===== src/sstf_pkg.sv =====
// sstf_pkg: shared constants, command control struct and back-end state type
// for the shortest-seek-first scheduler; no dependencies
package sstf_pkg;

    // default sizing of the request store and the track word
    localparam int DEPTH_DEF      = 64;
    localparam int TRACK_BITS_DEF = 16;

    // fixed port widths
    localparam int TRACK_W = 16;
    localparam int COST_W  = 22;

    // running cost saturates here
    localparam logic [COST_W-1:0] COST_MAX = '1;

    // entries reduced per group in the first selection cycle
    localparam int GROUP_SIZE = 8;

    // entries in the command queue between front and back
    localparam int QUEUE_DEPTH = 4;

    // control part of one command from the front end
    typedef struct packed {
        logic wr;       // write the track into the store
        logic close;    // batch ends here, start picking
        logic dropped;  // some request of this batch was discarded
    } t_cmd_ctl;

    // back-end sequencer states
    typedef enum logic [1:0] {
        B_IDLE,
        B_SCAN,
        B_PICK
    } t_bstate;

endpackage


===== src/sstf_front.sv =====
// sstf_front: accepts request beats, assigns store slots, flags overflow
// depends on sstf_pkg
module sstf_front #(
    parameter int DEPTH      = sstf_pkg::DEPTH_DEF,
    parameter int TRACK_BITS = sstf_pkg::TRACK_BITS_DEF,
    localparam int IDX_W     = (DEPTH > 1) ? $clog2(DEPTH) : 1
) (
    input  logic                         i_clk,
    input  logic                         i_rst_n,
    input  logic                         i_in_valid,
    output logic                         o_in_ready,
    input  logic [sstf_pkg::TRACK_W-1:0] i_track,
    input  logic                         i_last,
    input  logic                         i_q_full,
    output logic                         o_push,
    output sstf_pkg::t_cmd_ctl           o_cmd_ctl,
    output logic [IDX_W-1:0]             o_cmd_idx,
    output logic [TRACK_BITS-1:0]        o_cmd_track
);
    import sstf_pkg::*;

    localparam int CNT_W = $clog2(DEPTH + 1);

    logic [CNT_W-1:0] r_count;
    logic             r_ovf;
    logic             w_accept;
    logic             w_room;

    // classify the incoming beat
    assign o_in_ready  = !i_q_full;
    assign w_accept    = i_in_valid && o_in_ready;
    assign w_room      = (r_count < CNT_W'(DEPTH));

    assign o_cmd_ctl.wr      = w_room;
    assign o_cmd_ctl.close   = i_last;
    assign o_cmd_ctl.dropped = r_ovf || !w_room;
    assign o_cmd_idx         = r_count[IDX_W-1:0];
    assign o_cmd_track       = TRACK_BITS'(i_track);

    // dropped non-closing beats need no command
    assign o_push = w_accept && (w_room || i_last);

    // per-batch fill count and overflow flag
    always_ff @(posedge i_clk) begin
        if (!i_rst_n) begin
            r_count <= '0;
            r_ovf   <= 1'b0;
        end else if (w_accept) begin
            if (i_last) begin
                r_count <= '0;
                r_ovf   <= 1'b0;
            end else if (w_room) begin
                r_count <= r_count + 1'b1;
            end else begin
                r_ovf <= 1'b1;
            end
        end
    end

endmodule


===== config.mk =====
export PLATFORM = sky130hd
export DESIGN_NAME = sstf_front
export DESIGN_NICKNAME = d
export VERILOG_FILES = /design/src/sstf_pkg.sv /design/src/sstf_front.sv
export SDC_FILE = /design/constraint.sdc
export NUM_CORES = 1
export LEC_CHECK = 0
export BUFFER_PORTS_ARGS = -buffer_cell sky130_fd_sc_hd__buf_2
export CORE_UTILIZATION = 34
export DETAILED_ROUTE_END_ITERATION = 6
export PLACE_DENSITY = 0.73
export SYNTH_ARGS = -nofsm -noshare
export SYNTH_HDL_FRONTEND = slang
export SYNTH_SLANG_ARGS = --single-unit

===== constraint.sdc =====
create_clock -name i_clk -period 1.2 [get_ports i_clk]
set_input_delay 0.24 -clock i_clk [delete_from_list [all_inputs] [get_ports i_clk]]
set_output_delay 0.24 -clock i_clk [all_outputs]
set_load 0.01 [all_outputs]

**Yosys cells after proc, flatten, opt, wreduce, memory -nomap -nowiden**

Index checks and enable logic that the tools add are counted.

- Bitwise logic cells: 0
- Equality and inequality tests: 1
- Reduce and logical (&&, ||, !) cells: 9
- $lt $le $gt $ge: 1
- $add $sub $neg: 1
- Multipliers: 0
- Mux-type cells: 4
- Shifts and indexed selects: 0
- Div/mod/pow operators: 0

Operators by type and width:

| operator | count |
|---|---|
| $mux 7 | 2 |
| $add 7x1->7 const B | 1 |
| $lt 7x7->1 const B | 1 |
| $reduce_and 2->1 | 2 |
| $logic_and 1x1->1 | 2 |
| $logic_not 1->1 | 2 |
| $logic_or 1x1->1 | 2 |
| $mux 1 | 2 |
| $ne 2x2->1 const B | 1 |
| $reduce_bool 2->1 | 1 |

- Logic and storage cells: 18
- Memories kept: 0
- Output and inout port bits: 27
- ROM bits: 0
- Register bits after elaboration: 8
- Bits in latches: 0
- RAM bits: 0

**Longest topological paths before layout**

Gate-level depths: netlist of run 1.

- Depth after elaboration: 3
- Mapped depth: 4

**Least setup slack after synthesis of run 1**

No wires, ideal clock.

- Kind: reg2reg
- Start point: reg r_count[0]
- End point: reg r_count[2]
- Arrival time: 1179 ps
- Period minus slack after synthesis: 1249 ps
- Slack: -49 ps
- Cell stages (with the launch flop): 5
- Buffers on the path: 0
- Cell sequence: dfxtp_1 -> ha_1 -> inv_1 -> or4_1 -> a21oi_1

- Longest elaborated chain between the ends: 3
- Elaborated cells between the ends (all ways): 6
- Classes of those cells: add/sub (1); order compare (1); mux (2); reduce/logical (2)

RTL lines:

| element | line | text |
|---|---|---|
| start, declared | sstf_front.sv:24 | `logic [CNT_W-1:0] r_count;` |
| start signal, assigned | sstf_front.sv:53 | `r_count <= r_count + 1'b1;` |
| $add 7x1->7 / $lt 7x7->1 (equally long branches) | sstf_front.sv:53, sstf_front.sv:32 |  |
| $mux 7 / $reduce_bool 2->1 (equally long branches) | - |  |
| $mux 7 / $reduce_and 2->1 (equally long branches) | - |  |

Parallel ways exist; a longest one is shown, timed or not. The select of a mux whose other input is x is not followed.
A chain may end at the register's enable or synchronous reset.

==> results of run 1 <==
## power by group
group | internal, mW | switching [mW]
logic | 0.0261 | 0.0345
registers | 0.268 | 0.00177
clock network | 0.115 | 0.107
## placed cells by master (no fill, tap or decap)
cell      netlist  layout
a21boi_0        2       2
or4_1           1       1
nor2_1          3       3
nand3_1         5       5
buf_4          24       7
nand3b_1        5       5
dfxtp_1         8       5
inv_1           4       2
nor2b_4         0       1
nor4_2          0       1
a21oi_1         2       2
o31ai_1         2       2
nand2_1         4       4
buf_2           0      13
nand2b_4        1       1
inv_4           0       1
or2_4           0       1
inv_2           0       1
nor4_1          3       1
nor4_4          0       1
dfxtp_2         0       3
mux2i_1         3       3
nor2b_1         2       1
buf_6           1       3
and2b_1         1       1
ha_4            0       1
clkbuf_4        0       3
o21ai_0         2       2
## cells by family after synthesis
| group | share of synthesized area, % |
|---|---|
| AO/OA/AOI/OAI | 8.05 |
| AND/OR/NAND/NOR | 24.9 |
| flip-flops | 25.8 |
| adder cells (fa/ha/maj) | 2.01 |
| multiplexers | 4.83 |
| buffers and inverters | 34.4 |
## worst paths after layout
| check | startpoint | end | slack (ns) | cells past startpoint |
|---|---|---|---|---|
| worst min-delay path | i_rst_n | r_count[0] | 0.30 | 2 |
| worst min register to register | r_ovf | r_ovf | 0.49 | 2 |
| worst max-delay path | r_count[6] | o_cmd_ctl[0] | -0.09 | 3 |
| worst max register to register | r_count[1] | r_count[2] | -0.01 | 4 |
## layer usage
layer / up-vias / GRT usage [%] / routed length (um)
met4: 0 / 9.70 / 29
met1: 212 / 13.3 / 496
met2: 19 / 20.6 / 683
li1: 234 / - / -
met3: 4 / 4.00 / 74
met5: - / 0 / 0
## worst register-to-register path, cell delays in order (launching register included)
cell and delay, ns:
dfxtp_2 0.35, ha_4 0.14, inv_2 0.05, or4_1 0.46, a21oi_1 0.13
## metrics by stage
step | power [mW] | std cells | setup slack [ns] | utilization, % | setup TNS [ns]
after floorplan | 0.370 | 77 | 0.0164 | - | 0
after global placement | 0.331 | 94 | -0.00380 | 33.3 | -0.00380
after detailed placement | 0.333 | 94 | -0.00907 | 33.3 | -0.0115
after CTS | 0.549 | 99 | -0.0753 | 37.0 | -0.113
after global routing | 0.573 | 101 | -0.113 | 39.3 | -0.293
final | 0.552 | 101 | -0.0927 | 39.3 | -0.209
## what timing repair did
action | 4_1_cts | 5_1_grt
resized for setup | 9 | 4
cloned | 0 | 0
endpoints found under the setup margin | 3 | 6
setup buffers | 2 | 2
pin swaps | 3 | 2
## state kept, by name, summed over array words and instances (netlist names)
| name | count |
|---|---|
| r_count | 7 |
| r_ovf | 1 |
## final cells by class
class / count / area share [%]
Multi-Input combinational cell: 38 / 43.0
Timing Repair Buffer: 23 / 22.3
Tap cell: 25 / 4.61
Sequential cell: 8 / 24.2
Clock buffer: 3 / 3.32
Inverter: 4 / 2.58
==> out/qor.txt, run 1 <==
STATUS
--------------------------------------------------------------------------------------------------
Status                                                                                complete, but fails checks
Failing checks                                                                        design-rule violations, negative setup slack

TIMING
--------------------------------------------------------------------------------------------------
Final Hold Slack                                                                          0.296 ns
Largest clock skew in the final design                                                  0.00840 ns
Relative slew margins                                                                        80.5%
Setup violations, final                                                                          4
Hold Violations, Final                                                                           0
Final critical-path share of the clock period                                                 108%
Worst setup margin                                                                      -0.0927 ns
Final number of max-transition violations                                                        0
Final Critical Period                                                                      1.29 ns
Slew at the pin with the worst max-slew slack                                             0.289 ns
RSZ-0062 raised after global routing                                                          true
Highest achievable clock rate                                                            0.774 GHz

SETUP PATH
--------------------------------------------------------------------------------------------------
Crit-path slowest cell                                                                     dfxtp_2
Family with the most delay on the worst path                                            flip-flops
Arr. time, crit path                                                                       1.05 ns
Startpoint Class                                                                          register
Cell repeated most along the worst path                                                      buf_6
Max FO, Critical Path                                                                            3
Highest cell delay on the worst timing path                                                0.33 ns
Buf+Inv Stages, Crit Path                                                                        2
Worst EP required                                                                          0.96 ns
Ordered list of cells on the worst path                                               buf_6, or2_4, buf_6
Classification of the worst setup path                                                     reg2out
Critical path endpoint category                                                       primary output

PWR
--------------------------------------------------------------------------------------------------
Worst VDD drop                                                                              289 uV
Static leakage                                                                            0.276 nW
Pwr per Cell Area                                                                       814 mW/mm2

GLOBAL ROUTING
--------------------------------------------------------------------------------------------------
Overall track demand over capacity in global routing                                         12.5%
Via count of the first global-routing pass                                                     430
First-pass GRT wire length                                                                 1780 um
Largest net degree at the start of global routing                                               10
Global-route congestion overflow total                                                           0
Initial antenna violation count                                                                  0

ROUTING
--------------------------------------------------------------------------------------------------
DRC violation count after routing                                                                2
Per-cell routed wire length                                                                12.7 um
First drt pass iteration count                                                                   6
Violation count after the first detailed-routing iteration                                      10
Total routed wirelength                                                                    1280 um
Number of routed nets with antenna violations                                                    0
Via-per-instance ratio                                                                        4.64
Count of vias placed by the detailed router                                                    469

DIE
--------------------------------------------------------------------------------------------------
Die height                                                                                 44.8 um
Core box area                                                                          0.00173 mm2
Starting utilization of the core area                                                        36.0%
Die Wd                                                                                     44.8 um
Cell Rows                                                                                       15
Overall die area                                                                       0.00200 mm2
IO Pins                                                                                         48

SYNTHESIS
--------------------------------------------------------------------------------------------------
Total of flip-flops plus latches after synthesis                                                 8
Leading cell types by count after synthesis                                           buf_4, dfxtp_1, nand3_1, nand3b_1
Library cell with the highest instance count after synthesis                                 buf_4
Biggest area contributors in the synthesized netlist                                  buf_4, dfxtp_1, nand3b_1
Post-synthesis net count                                                                        99
EDFF count, synth                                                                                0
Share of flip-flops with an asynchronous set or reset after synthesis                           0%
Post-synth top flop                                                                        dfxtp_1
Netlist area before placement                                                              622 um2
Average cell area after synthesis                                                         8.08 um2
Sequential element share of the synthesized area                                             25.8%
Number of unique standard cell types used by synthesis                                          21
Cell taking the most area after synthesis                                                    buf_4
Syn Inst Count                                                                                  77
Share of the synthesized area in the top cell type                                           29.0%
Warnings from Yosys                                                                              0

FINAL LAYOUT
--------------------------------------------------------------------------------------------------
Filler cell count in the final layout                                                          187
Area growth from synthesis to final layout                                                   9.05%
Number of nets at the end of the flow                                                          100
Layout Cell Area excl Fill                                                                 678 um2
Ant. Diodes                                                                                      0
Register area                                                                              164 um2
Fraction of layout cells with a size suffix above 1                                          48.7%
Combined area of the multi-input logic cells                                               292 um2

CLOCK TREE
--------------------------------------------------------------------------------------------------
TritonCTS clock tree                                                                           yes
Clock transition time at the flip-flop clock pins of the worst setup and hold paths        0.06 ns
CTS Buf Count                                                                                    3
Source-to-sink clock delay at the later pin of the worst-skew pair                         0.27 ns
Number of H-tree levels                                                                          1
Clock Root Buffer                                                                         clkbuf_4
Hold buffer count at cts                                                                         0
Clk sink count                                                                                   8
Maximum number of buffers from clock root to sink                                                2

JOB
--------------------------------------------------------------------------------------------------
Max_cap viols                                                                                    0

PLACEMENT
--------------------------------------------------------------------------------------------------
Half-perimeter wire length of the detailed placement result                                 875 um
Area after DPL                                                                             574 um2
GP Congestion                                                                                0.722
IO Port Bufs                                                                                    15

WORST HOLD PATH
--------------------------------------------------------------------------------------------------
Hold/Removal Path Class                                                                     in2reg

Note: power is estimated with default switching activity, not from simulation.
==> inputs of run 2 (changes only) <==
Settings changed: ABC_AREA from default to 1, CORE_UTILIZATION 34 to 35, PLACE_DENSITY 0.73 to 0.74.
==> out/qor.txt, run 2 <==
STATUS
--------------------------------------------------------------------------------------------------
Status                                                                                complete, no violations

PLACEMENT
--------------------------------------------------------------------------------------------------
IO Port Bufs                                                                                    15
Setup slack at placement                                                                  0.122 ns
Area after DPL                                                                             559 um2
Half-perimeter wire length of the detailed placement result                                 752 um
GP Congestion                                                                                0.706

FINAL LAYOUT
--------------------------------------------------------------------------------------------------
Registers with the most flip-flops                                                    r_count: 7 flops, r_ovf: 1 flops
Number of nets at the end of the flow                                                          107
Area growth from synthesis to final layout                                                 -0.988%
Fraction of layout cells with a size suffix above 1                                          41.0%
Number of flip-flops under the largest register name                                             7
Filler cell count in the final layout                                                          178
Layout Cell Area excl Fill                                                                 627 um2
Final Core Density                                                                           36.7%
Ant. Diodes                                                                                      0
Leading cell type in the layout, fill and taps excluded                                      buf_2
Largest reg by FF count                                                                    r_count
Commonest cells after routing, fill and taps aside                                    buf_2, inv_1, nand2_1

PWR
--------------------------------------------------------------------------------------------------
Pwr per Cell Area                                                                       875 mW/mm2
Static leakage                                                                            0.297 nW
Worst VDD drop                                                                              303 uV

ROUTING
--------------------------------------------------------------------------------------------------
Count of vias placed by the detailed router                                                    458
First drt pass iteration count                                                                   4
DRC violation count after routing                                                                0
Total routed wirelength                                                                    1030 um
Violation count after the first detailed-routing iteration                                      12
Per-cell routed wire length                                                                9.49 um
Number of routed nets with antenna violations                                                    0
Via-per-instance ratio                                                                        4.24

TIMING
--------------------------------------------------------------------------------------------------
Setup violations, final                                                                          0
Slew at the pin with the worst max-slew slack                                             0.273 ns
Final Hold Slack                                                                          0.267 ns
Highest achievable clock rate                                                            0.846 GHz
Final critical-path share of the clock period                                                98.6%
Largest clock skew in the final design                                                 0.000727 ns
Hold Violations, Final                                                                           0
Relative slew margins                                                                        81.8%
RSZ-0062 raised after global routing                                                          true
Worst setup margin                                                                       0.0173 ns
Final Critical Period                                                                      1.18 ns
Final number of max-transition violations                                                        0

SETUP PATH
--------------------------------------------------------------------------------------------------
Critical path endpoint category                                                       primary output
Max FO, Critical Path                                                                            3
Worst EP required                                                                          0.96 ns
Register-to-register setup slack                                                           0.11 ns
Worst-case reg-to-reg path depth                                                                 7
Startpoint Class                                                                          register
RR Startpoint                                                                           r_count[6]
Arr. time, crit path                                                                       0.94 ns
Reg-to-Reg End                                                                          r_count[2]
Classification of the worst setup path                                                     reg2out

DIE
--------------------------------------------------------------------------------------------------
Cell Rows                                                                                       15
Core box area                                                                          0.00171 mm2
Die height                                                                                 44.5 um
Overall die area                                                                       0.00198 mm2
Die Wd                                                                                     44.5 um
IO Pins                                                                                         48
Starting utilization of the core area                                                        37.1%

SYNTHESIS
--------------------------------------------------------------------------------------------------
EDFF count, synth                                                                                0
Sequential element share of the synthesized area                                             25.3%
Netlist area before placement                                                              633 um2
Biggest area contributors in the synthesized netlist                                  buf_4, dfxtp_1, inv_1
Library cell with the highest instance count after synthesis                                 buf_4
Total of flip-flops plus latches after synthesis                                                 8
Share of flip-flops with an asynchronous set or reset after synthesis                           0%
Leading cell types by count after synthesis                                           buf_4, inv_1, nand2_1, dfxtp_1, nor2_1
Warnings from Yosys                                                                              0
Post-synthesis net count                                                                       108
Average cell area after synthesis                                                         7.36 um2
Syn Inst Count                                                                                  86
Post-synth top flop                                                                        dfxtp_1
Cell taking the most area after synthesis                                                    buf_4
Number of unique standard cell types used by synthesis                                          21
Share of the synthesized area in the top cell type                                           28.5%

CLOCK TREE
--------------------------------------------------------------------------------------------------
Number of H-tree levels                                                                          1
Source-to-sink clock delay at the later pin of the worst-skew pair                         0.26 ns
CTS Buf Count                                                                                    3
Maximum number of buffers from clock root to sink                                                2
Clock Root Buffer                                                                         clkbuf_4
Clk sink count                                                                                   8
TritonCTS clock tree                                                                           yes
Clock transition time at the flip-flop clock pins of the worst setup and hold paths        0.06 ns

GLOBAL ROUTING
--------------------------------------------------------------------------------------------------
Met3 usage in global routing                                                                 5.31%
Global-route congestion overflow total                                                           0
First-pass GRT wire length                                                                 1770 um
Met1 layer usage reported by global route                                                    13.3%
Peak-usage layer in the global routing report                                                 met4
Largest net degree at the start of global routing                                                7
Overall track demand over capacity in global routing                                         12.9%
Via count of the first global-routing pass                                                     441
Met2 Track Usage GR                                                                          17.1%
Initial antenna violation count                                                                  0

JOB
--------------------------------------------------------------------------------------------------
Max_cap viols                                                                                    0

WORST HOLD PATH
--------------------------------------------------------------------------------------------------
Hold-critical path endpoint                                                             r_count[0]
Hold/Removal Path Class                                                                     in2reg
Worst Hold Launch                                                                          i_rst_n
Number of stages on the worst hold path                                                          3

-- run 2: cell types whose count changed in the layout (fill, tap and decap cells not counted), sizes merged, moves of 5 or more --
cell,previous run,this run
nor2,3,9
nand2,4,14
inv,4,15
nand3b,5,0
buf,23,18
-- run 2: report_power, final --
| group | switching, mW | internal [mW] |
|---|---|---|
| Sequential | 0.00185 | 0.268 |
| Combinational | 0.0382 | 0.0257 |
| Clock | 0.0995 | 0.115 |
| Total | 0.140 | 0.409 |
-- run 2: final cells by class --
class	instances	area, um2	share of cell area [%]
Inverter	15	61.3	9.78
Clock buffer	3	22.5	3.59
Timing Repair Buffer	18	114	18.2
Multi-Input combinational cell	39	236	37.7
Sequential cell	8	161	25.7
Tap cell	25	31.3	4.99
-- run 2: metal layers --
metal / share of wire, % / wire length (um)
met5: 0 / 0
met4: 5.6 / 57
met3: 7.8 / 80
met2: 46 / 472
met1: 40 / 415
-- run 2: what timing repair did --
action	4_1_cts	5_1_grt
buffers inserted	3	0
gates cloned	0	0
setup endpoints to repair	1	2
gates resized for setup	2	4
hold buffers	0	0
pin swaps	2	2
hold endpoints to repair	0	0
-- run 2: logic make-up after synthesis --
group | Yosys count | synth area share [%]
buf+inv | 39 | 37.7
simple gates | 31 | 28.7
flops | 8 | 25.3
compound gates | 7 | 6.32
fa+ha+maj | 1 | 1.98
-- run 2: per-stage QoR --
step | cells | TNS [ns] | power [mW]
2_1_floorplan | 86 | 0 | 0.372
3_3_place_gp | 102 | 0 | 0.333
3_5_place_dp | 102 | 0 | 0.335
4_1_cts | 108 | -0.0140 | 0.552
5_1_grt | 108 | -0.0182 | 0.577
6_report | 108 | 0 | 0.548
-- run 2: worst max-delay path by stage --
| stage | startpoint | to | slack (ns) | cells past startpoint |
|---|---|---|---|---|
| finish | r_count[6] | o_push | 0.02 | 4 |
| global route | r_count[6] | o_push | -0.02 | 4 |
| CTS | r_count[6] | o_push | -0.01 | 4 |
| detailed placement | i_q_full | r_count[5] | 0.12 | 7 |
| global placement | r_count[1] | r_count[4] | 0.15 | 6 |
| floorplan | r_count[1] | r_count[4] | 0.23 | 6 |
-- run 2: worst max-delay path: stages, from the launching register on --
cell and delay (ns):
dfxtp_2 0.35, inv_4 0.05, nor2_4 0.13, nor2_8 0.04
buf_6 0.11
