**src/sstf_pkg.sv**
```systemverilog
// sstf_pkg: shared constants, command control struct and back-end state type
// for the shortest-seek-first scheduler; no dependencies
package sstf_pkg;

    // default sizing of the request store and the track word
    localparam int DEPTH_DEF      = 64;
    localparam int TRACK_BITS_DEF = 16;

    // fixed port widths
    localparam int TRACK_W = 16;
    localparam int COST_W  = 22;

    // running cost saturates here
    localparam logic [COST_W-1:0] COST_MAX = '1;

    // entries reduced per group in the first selection cycle
    localparam int GROUP_SIZE = 8;

    // entries in the command queue between front and back
    localparam int QUEUE_DEPTH = 4;

    // control part of one command from the front end
    typedef struct packed {
        logic wr;       // write the track into the store
        logic close;    // batch ends here, start picking
        logic dropped;  // some request of this batch was discarded
    } t_cmd_ctl;

    // back-end sequencer states
    typedef enum logic [1:0] {
        B_IDLE,
        B_SCAN,
        B_PICK
    } t_bstate;

endpackage

```
**src/sstf_queue.sv**
```systemverilog
// sstf_queue: small command fifo between front and back ends
// depends on sstf_pkg
module sstf_queue #(
    parameter int DATA_W = 8
) (
    input  logic              i_clk,
    input  logic              i_rst_n,
    input  logic              i_push,
    input  logic [DATA_W-1:0] i_data,
    output logic              o_full,
    output logic              o_valid,
    output logic [DATA_W-1:0] o_data,
    input  logic              i_pop
);
    import sstf_pkg::*;

    localparam int PTR_W = $clog2(QUEUE_DEPTH);
    localparam int CNT_W = $clog2(QUEUE_DEPTH + 1);

    logic [DATA_W-1:0] r_mem [QUEUE_DEPTH];
    logic [PTR_W-1:0]  r_wptr;
    logic [PTR_W-1:0]  r_rptr;
    logic [CNT_W-1:0]  r_cnt;
    logic              w_push;
    logic              w_pop;

    assign o_full  = (r_cnt == CNT_W'(QUEUE_DEPTH));
    assign o_valid = (r_cnt != '0);
    assign o_data  = r_mem[r_rptr];
    assign w_push  = i_push && !o_full;
    assign w_pop   = i_pop && o_valid;

    // storage
    always_ff @(posedge i_clk) begin
        if (w_push) begin
            r_mem[r_wptr] <= i_data;
        end
    end

    // pointers and occupancy
    always_ff @(posedge i_clk) begin
        if (!i_rst_n) begin
            r_wptr <= '0;
            r_rptr <= '0;
            r_cnt  <= '0;
        end else begin
            if (w_push) begin
                r_wptr <= r_wptr + 1'b1;
            end
            if (w_pop) begin
                r_rptr <= r_rptr + 1'b1;
            end
            if (w_push && !w_pop) begin
                r_cnt <= r_cnt + 1'b1;
            end else if (w_pop && !w_push) begin
                r_cnt <= r_cnt - 1'b1;
            end
        end
    end

endmodule

```
**config.mk**
```make
export PLATFORM = sky130hd
export DESIGN_NAME = sstf_queue
export DESIGN_NICKNAME = d
export VERILOG_FILES = /design/src/sstf_pkg.sv /design/src/sstf_queue.sv
export SDC_FILE = /design/constraint.sdc
export NUM_CORES = 1
export LEC_CHECK = 0
export BUFFER_PORTS_ARGS = -buffer_cell sky130_fd_sc_hd__buf_2
export CAP_MARGIN = 15
export CELL_PAD_IN_SITES_DETAIL_PLACEMENT = 0
export CELL_PAD_IN_SITES_GLOBAL_PLACEMENT = 1
export CORE_MARGIN = 10
export CORE_UTILIZATION = 47
export DETAILED_ROUTE_END_ITERATION = 12
export GPL_TIMING_DRIVEN = 0
export PLACE_DENSITY = 0.82
export SETUP_SLACK_MARGIN = 0.02
export SYNTH_ARGS = -nofsm -noshare
export SYNTH_HDL_FRONTEND = slang
export SYNTH_SLANG_ARGS = --single-unit
```
**constraint.sdc**
```tcl
create_clock -name i_clk -period 2.2 [get_ports i_clk]
set_input_delay 0.44 -clock i_clk [delete_from_list [all_inputs] [get_ports i_clk]]
set_output_delay 0.44 -clock i_clk [all_outputs]
set_load 0.005 [all_outputs]
```
After elaboration in Yosys (flattened, before gate mapping)
Memory sizes are Yosys's and may differ from the RTL's. A register that Yosys moved wholly into a read port is not among the register bits.
Index checks and enable logic that the tools add are counted.
{"block": "totals", "mem_bits_rw": 32, "memories": 1, "inputBits": 12, "regBits": 7}
{"name": "r_mem", "depth": 4, "width": 8, "read_ports": 1, "rd_ports_with_merged_regs": 1, "wr": 1, "line": "sstf_queue.sv:20", "rtl": "logic [DATA_W-1:0] r_mem [QUEUE_DEPTH];"}
{"block": "op_classes", "n_eq_ne": 1, "muxes": 6, "add_sub_neg": 4, "reduce_logical": 9}
{"operator": "$mux 3", "n": 2}
{"operator": "$add 2x1->2 const B", "n": 2}
{"operator": "$logic_and 1x1->1", "n": 4}
{"operator": "$mux 2", "n": 2}
{"operator": "$add 3x1->3 const B", "n": 1}
{"operator": "$eq 3x3->1 const B", "n": 1}
{"operator": "$logic_not 1->1", "n": 3}
{"operator": "$reduce_bool 3->1", "n": 1}
{"operator": "$sub 3x1->3 const B", "n": 1}
{"operator": "$mux 1", "n": 2}
{"operator": "$reduce_bool 2->1", "n": 1}

Logic depth before layout (Yosys ltp)
Gate-level depths: netlist (run 1).
{"block": "depth", "depth_word": 7, "depth_mapped": 9, "mapped_depth_nobuf": 8}

Least setup slack after synthesis (run 1)
No wires, ideal clock.
{"block": "synth_path", "kind": "register -> register", "start": "register r_cnt[0]", "end": "register r_cnt[2]", "t_required_ns": 2.130, "setup_time_ns": 0.070, "path_slack_ns": 0.191, "t_arrival_ns": 1.939, "path_stages_with_launch": 10, "n_path_buf": 1, "synth_period_minus_slack_ns": 2.009, "cell_sequence": "dfxtp_1 nor3b_2 nor2b_1 buf_6 ha_1 inv_1 fa_1 xor2_1 or3_1 a21boi_1"}
{"block": "synth_via", "elab_chain_len": 6, "elab_cells_between_ends": 14, "cone_classes": "add/sub (2); eq/ne (1); mux (2); reduce/logical (9)"}
{"item": "from (decl)", "line": "sstf_queue.sv:23", "rtl": "logic [CNT_W-1:0] r_cnt;"}
{"item": "from (signal assigned)", "line": "sstf_queue.sv:54", "rtl": "r_cnt <= r_cnt + 1'b1;"}
{"item": "from (signal assigned)", "line": "sstf_queue.sv:56", "rtl": "r_cnt <= r_cnt - 1'b1;"}
{"item": "$eq 3x3->1 *", "line": "sstf_queue.sv:27", "rtl": "assign o_full = (r_cnt == CNT_W'(QUEUE_DEPTH));"}
{"item": "named net o_full", "line": "sstf_queue.sv:10", "rtl": "output logic o_full,"}
{"item": "$logic_not 1->1 *", "line": "sstf_queue.sv:30", "rtl": "assign w_push = i_push && !o_full;"}
{"item": "$logic_and 1x1->1 *", "line": "sstf_queue.sv:30"}
{"item": "named net w_push", "line": "sstf_queue.sv:24", "rtl": "logic w_push;"}
{"item": "$logic_not 1->1", "line": "sstf_queue.sv:55", "rtl": "end else if (w_pop && !w_push) begin"}
{"item": "$logic_and 1x1->1", "line": "sstf_queue.sv:55"}
{"item": "$reduce_bool 2->1 (no line)"}
Mark *: on every way through the listed nets, which the timed path passes. The rest lies on a longest branch. The select of a mux whose other input is x is not followed.
A chain may end at the register's enable or synchronous reset.

Worst setup path after layout (run 1)
{"block": "layout_path", "start": "register r_cnt[2]", "end": "register r_cnt[2]"}
{"block": "layout_via", "elab_chain_len": 6, "elab_cells_between_ends": 14, "cone_classes": "add/sub (2); eq/ne (1); mux (2); reduce/logical (9)"}
{"item": "$eq 3x3->1 *", "line": "sstf_queue.sv:27"}
{"item": "$logic_not 1->1 *", "line": "sstf_queue.sv:30"}
{"item": "$logic_and 1x1->1 *", "line": "sstf_queue.sv:30"}
{"item": "named net w_push", "line": "sstf_queue.sv:24"}
{"item": "$logic_not 1->1", "line": "sstf_queue.sv:55"}
{"item": "$logic_and 1x1->1", "line": "sstf_queue.sv:55"}
{"item": "$reduce_bool 2->1 (no line)"}
Marks and branches as above.

==> metrics, run 1 <==
status finished, final reports clean; Initial DRT Pass Iterations 4; H-Tree Depth 2; DP Area 1799 sq um; GPL Wtd Cong a little over 0.7; Critical Path AT 2.33 ns; Initial Util 0.4881; final worst-path cycle share 0.9332; initial drt markers 55; clock tree buffer depth 2; dpl ws 0.05601 ns; most frequent cells after synthesis edfxtp_1, dfxtp_1, and2_1, mux4_2, ha_1; fin area 1906 sq um; Routed Antenna Nets 0; Ports 22; Sink Count slightly above 40; share of cells above drive strength 1 0.3802; Clock Latency Late Sink 0.34 ns; number of synthesized flops with an enable pin 32; Yosys cell types 23; #FFs+latches synth 41; Top FF cell, synth edfxtp_1; Seq/Total Area, Yosys 0.6951; core box area 3363 sq um; post-synthesis mux area share 0.1280; DRT Wirelength between 2000 and 3000 microns; compound-cell area share of the yosys netlist 0.02058; Mapped Cells 90; grt ovf 0; IR drop worst, VDD 0.4446 mV; global-route wire length before repair about 4300 microns; worst path bufs/invs 2; Buffers on Ports 20; Cell Area, Synth around 1600 sq um; Worst Setup End Kind register; CTS Hold Bufs 0; vias per cell about 4.8; Synthesized Nets about 110; fin. max-slew vios 0; Synth Area in Simple Gates 0.06326; Wirelength per Cell 15.41 microns; cts bufs inserted 5; overall die height 79.10 microns; CP Cell Sequence nor3b_2, nor2b_1, buf_6, ha_2, inv_1, fa_1, xor2_1, or3_1, a21boi_1; fin util 0.5666; Layout Nets approximately 140; Worst slew margin 0.6754; top-count cell post-synth edfxtp_1; Power Density ~1100 nW/um^2; root buf cell clkbuf_4; RSZ-0062 raised after global routing no; largest net degree at the start of global routing 13; static leakage 0.6922 nW; Syn Area/Cell 18.24 sq um; main area contributors after synthesis edfxtp_1, dfxtp_1, mux4_2; CP Max Fanout 6; clk slew on worst S/H paths 0.11 ns; Worst path depth 9; area growth from synthesis to layout 16.08%; XOR/XNOR share of the synthesized area 0.02134; Setup Skew roughly 0.014 ns; FP Rows 21; TNS Setup 0 ns; Hold Path Class in -> reg; area leader, netlist edfxtp_1; Final setup violation count 0; post-synthesis adder-cell area fraction 0.05030; Largest stage delay, worst path 0.38 ns; antenna violations before repair 0; post-DP HPWL 1842 microns; Max Freq roughly 490 MHz; YS warnings 0; ys async rst share 0; ant diodes 0; max cap viols 0; top cell family by delay on the critical path simple AND/OR/NAND/NOR gates; Die X between 70 and 80 microns; Post-Layout Cell Count roughly 170; vias between 800 and 900; Yosys top cell area share 0.5854; DRC viols 0; Post-Place Cells 156; Worst-Margin Slew around 0.5 ns; vias in the first global route 894; worst reg2reg path depth 9; CP max-delay cell dfxtp_4; clock period minus worst slack about 2.1 ns; setup ws final between 0.1 and 0.15 ns; hold depth 1; Required @ worst endpoint between 2 and 2.5 ns; count of filler cells inserted in the layout 289; CP Launch Type register; CTS tree done; die area 6257 sq um; Final Hold Viols 0; GRT Resource Usage Total 0.09237; main combinational cell family by area after synthesis multiplexers; crit path kind reg -> reg
[where the power goes]
group / total (mW) / switching [mW] / internal (mW) / leakage, nW
sequential: 1.02 / 0.0640 / 0.957 / 0.369
clock: 0.453 / 0.217 / 0.237 / 0.0399
combinational: 0.566 / 0.251 / 0.314 / 0.284
[worst paths after layout]
check	endpoint	startpoint	slack (ns)
max	r_cnt[2]	r_cnt[2]	0.15
min	r_mem[2][4]	i_data[4]	0.31
max reg2reg	r_cnt[2]	r_cnt[2]	0.15
min reg2reg	r_wptr[1]	r_wptr[1]	0.51
[sequential cells by signal, indices dropped and copies added (netlist names), named ones only]
signal,count
r_mem,32
r_cnt,3
r_rptr,2
r_wptr,2
[layout by cell type (no fill, tap or decap)]
master / n
a21boi_1: 1
and2_1: 8
buf_1: 1
buf_2: 21
buf_4: 3
buf_6: 1
bufinv_16: 1
clkbuf_1: 2
clkbuf_4: 5
clkinv_1: 1
dfxtp_1: 6
dfxtp_2: 2
dfxtp_4: 1
edfxtp_1: 32
fa_1: 1
ha_1: 4
ha_2: 1
inv_1: 3
mux2i_1: 3
mux4_2: 8
nand2_1: 4
nor2b_1: 2
nor3b_2: 1
o21ai_0: 1
o311ai_1: 1
o31ai_2: 1
or3_1: 1
or3_2: 1
xnor2_1: 3
xor2_1: 1
[kinds of logic after synthesis]
group | Yosys count
flip-flops | 41
AND/OR/NAND/NOR | 17
multiplexers | 11
buffers and inverters | 7
adder cells (fa/ha/maj) | 6
AO/OA/AOI/OAI | 4
XOR/XNOR | 4
[layer usage]
metal	track usage	wire [microns]
met5	0	0
met4	0.05376	59
met3	0.03829	121
met2	0.1550	1321
met1	0.09507	1070
[what timing repair did]
item | in CTS | in global routing
buffers inserted | 0 | 3
gates resized for setup | 0 | 5
setup endpoints to repair | 0 | 1
[metrics by stage]
step	hold WS, ns	power [mW]
2_1_floorplan	0.4677	1.411
3_3_place_gp	0.4823	1.584
3_5_place_dp	0.4989	1.597
4_1_cts	0.2923	2.055
5_1_grt	0.2819	2.191
6_report	0.3072	2.040
[final cells by class]
cell class	instances	area (sq um)	area share
clock buffer	6	41.29	0.02167
multi-input combinational	42	467.9	0.2456
tap	46	57.56	0.03020
clock inverter	2	33.78	0.01773
inverter	3	11.26	0.005909
timing repair buffer	23	122.6	0.06435
sequential	41	1147	0.6021
buffer	4	23.77	0.01248
[worst register-to-register path, delay by kind of cell (launching register included)]
| family | cells | cell delay (ns) |
|---|---|---|
| fa+ha+maj | 2 | 0.55 |
| buf+inv | 2 | 0.18 |
| simple gates | 3 | 0.60 |
| xor+xnor | 1 | 0.16 |
| compound gates | 1 | 0.13 |
| flops | 1 | 0.38 |
No activity file was read; power rests on OpenSTA's default activity.
==> run 2, diff against run 1 <==
--- a/config.mk
+++ b/config.mk
@@ -10,10 +10,10 @@
 export CELL_PAD_IN_SITES_DETAIL_PLACEMENT = 0
 export CELL_PAD_IN_SITES_GLOBAL_PLACEMENT = 1
 export CORE_MARGIN = 10
-export CORE_UTILIZATION = 47
+export CORE_UTILIZATION = 43
 export DETAILED_ROUTE_END_ITERATION = 12
 export GPL_TIMING_DRIVEN = 0
-export PLACE_DENSITY = 0.82
+export PLACE_DENSITY_LB_ADDON = 0.1
 export SETUP_SLACK_MARGIN = 0.02
 export SYNTH_ARGS = -nofsm -noshare
 export SYNTH_HDL_FRONTEND = slang
==> constraint.sdc (replaced) <==
create_clock -name i_clk -period 1.8 [get_ports i_clk]
set_input_delay 0.36 -clock i_clk [delete_from_list [all_inputs] [get_ports i_clk]]
set_output_delay 0.36 -clock i_clk [all_outputs]
set_load 0.005 [all_outputs]
==> run 2 against run 1 <==
Compared with the run above:
- the flow now finishes with violations (setup timing)
- critical path depth down 1
- die area grew 6.9%
- cell count is 1.2% higher
- register-to-register slack got worse by 0.26 ns
- clock skew down 0.012 ns
- first-iteration DRC count down 64%
- utilization down 2.2 points
==> metrics, run 2 (synthesis results as in run 1) <==
vias 816 (+0.87%); final worst-path cycle share 1.064 (+0.1304); CTS tree done; Routed Antenna Nets 0 (unchanged); setup ws final -0.1146 ns (-0.2615 ns); Max Freq 522.3 MHz (+7.2%); hold path startpoint i_data[3]; DRC viols 0 (unchanged); CP Max Fanout 3 (-3); Required @ worst endpoint 2.02 ns (-0.46 ns); global-route wire length before repair 4077 microns (-4.7%); ant diodes 0 (unchanged); Initial Util 0.4450 (-0.04305); WL met2 1253 microns (-5.1%); max cap viols 0 (unchanged); vias per cell 4.828 (-0.33%); overall die height 81.79 microns (+3.4%); CP Cell Sequence buf_4, o31ai_4, ha_4, inv_2, fa_2, xor2_1, or3_1, a21boi_1; top sig layer met4; TNS Setup -0.1146 ns (-0.1146 ns); status finished with violations; Worst Setup End Kind register; largest net degree at the start of global routing 13 (unchanged); share of total power in sequential cells 0.458 (-0.043); H-Tree Depth 2 (unchanged); Sink Count 41 (unchanged); share of cells above drive strength 1 0.4215 (+0.04132); worst hold slack 0.2820 ns (-0.02523 ns); count of filler cells inserted in the layout 319 (+10%); sw frac 0.2502 (-0.01047); die area 6689 sq um (+6.9%); biggest regs r_mem (32), r_cnt (3); Power Density 1383 nW/um^2 (+29%); commonest non-fill, non-tap cells in the layout edfxtp_1, buf_2, mux4_2, and2_1; antenna violations before repair 0 (unchanged); Layout Nets 138 (unchanged); dpl ws -0.1441 ns (-0.2001 ns); Worst slew margin 0.7053 (+0.02989); fin. max-slew vios 0 (unchanged); Clock Latency Late Sink 0.28 ns (-0.06 ns); clock tree buffer depth 2 (unchanged); Worst-Margin Slew 0.4420 ns (-0.04484 ns); grt ovf 0 (unchanged); Wirelength per Cell 14.68 microns (-4.8%); Largest stage delay, worst path 0.34 ns (-0.04 ns); P_int 2.084 mW (+38%); CP Launch Type register; Hold EP r_mem[2][3]; Final Hold Viols 0 (unchanged); Die X 81.79 microns (+3.4%); most common cell after layout, fill and taps aside edfxtp_1; root buf cell clkbuf_8; initial drt markers 20 (-64%); Logic pwr share 0.294 (+0.017); clk slew on worst S/H paths 0.07 ns (-0.04 ns); DRT met1 WL 1001 microns (-6.4%); max FFs per register 32 (unchanged); worst r2r src r_cnt[2]; CP max-delay cell dfxtp_4; FP Rows 22 (+4.8%); Worst R2R Setup Slack -0.11 ns (-0.26 ns); GPL Wtd Cong 0.6864 (-2.9%); Buffers on Ports 20 (unchanged); Clk pwr share 0.248 (+0.026); Critical Path AT 2.13 ns (-0.20 ns); Hold Path Class in -> reg; static leakage 0.7222 nW (+4.3%); vias in the first global route 869 (-2.8%); Pwr Total 2.779 mW (+36%); cts bufs inserted 5 (unchanged); crit path kind reg -> reg; sw power 0.6953 mW (+31%); Final setup violation count 1 (+1); DRT Wirelength 2481 microns (-3.6%); failing checks setup timing; worst reg2reg path depth 8 (-1); Crit Reg-Reg Endpoint r_cnt[2]; Setup Skew 0.001547 ns (-0.01196 ns); Initial DRT Pass Iterations 2 (-2); area growth from synthesis to layout 22.41%; IR drop worst, VDD 0.6685 mV (+50%); Reg with most FFs r_mem; Ports 22 (unchanged); RSZ-0062 raised after global routing yes; core box area 3689 sq um (+9.7%); Detail Route met3 WL 193 microns (+60%); clock period minus worst slack 1.915 ns (-0.1385 ns); post-DP HPWL 1815 microns (-1.5%); GRT Resource Usage Total 0.08248 (-0.009888); hold depth 1 (unchanged)
## run 2: cell counts in the layout (fill, tap and decap cells not counted)
No cell type changed its count.
## run 2: metrics by stage
| stage | cell area, sq um | util | cells |
|---|---|---|---|
| floorplan | 1675 | - | 90 |
| global placement | 1836 | 0.4976 | 158 |
| global route | 2009 | 0.5448 | 169 |
| detailed placement | 1836 | 0.4976 | 158 |
| CTS | 1969 | 0.5339 | 167 |
| finish | 2009 | 0.5448 | 169 |
## run 2: routing by layer
metal	track usage	vias to the layer above
met5	0	-
met4	0.03061	0
met3	0.04367	4
met2	0.1340	22
met1	0.08987	392
li1	-	398
## run 2: timing repair
action                                 in CTS  in global routing
resized for setup                           7                  6
pin swaps                                   0                  2
endpoints found under the hold margin       0                  0
setup endpoints to repair                   9                 16
hold buffers                                0                  0
setup buffers                               2                  3
## run 2: worst max-delay path: cells and delay by family (launching register included)
kind	cells	cell delay, ns
xor+xnor	1	0.15
flops	1	0.34
fa+ha+maj	2	0.50
compound gates	2	0.36
buf+inv	2	0.18
simple gates	1	0.30
## run 2: layout make-up
class | instances | area (sq um) | area share
clock inverters | 2 | 33.78 | 0.01681
repair buffers | 25 | 156.4 | 0.07783
plain buffers | 2 | 23.77 | 0.01183
multi-input cells | 42 | 498.0 | 0.2478
well taps | 48 | 60.06 | 0.02989
flip-flops and latches | 41 | 1154 | 0.5741
inverters | 3 | 11.26 | 0.005604
clock buffers | 6 | 72.57 | 0.03611
## run 2: worst max-delay path by stage
stage	start	to	slack, ns	cells past startpoint
floorplan	r_cnt[2]	r_cnt[2]	-0.06	9
global placement	r_cnt[2]	r_cnt[2]	-0.13	9
detailed placement	r_cnt[0]	r_cnt[2]	-0.14	9
finish	r_cnt[2]	r_cnt[2]	-0.11	8
CTS	r_cnt[2]	r_cnt[2]	-0.12	9
global route	r_cnt[2]	r_cnt[2]	-0.21	8
## run 2: power by group through the flow
stage / registers, mW / clock network, mW / logic, mW
floorplan: 1.26 / 0 / 0.511
global placement: 1.28 / 0 / 0.710
detailed placement: 1.29 / 0 / 0.714
CTS: 1.29 / 0.711 / 0.741
global route: 1.29 / 0.754 / 0.912
finish: 1.27 / 0.689 / 0.816
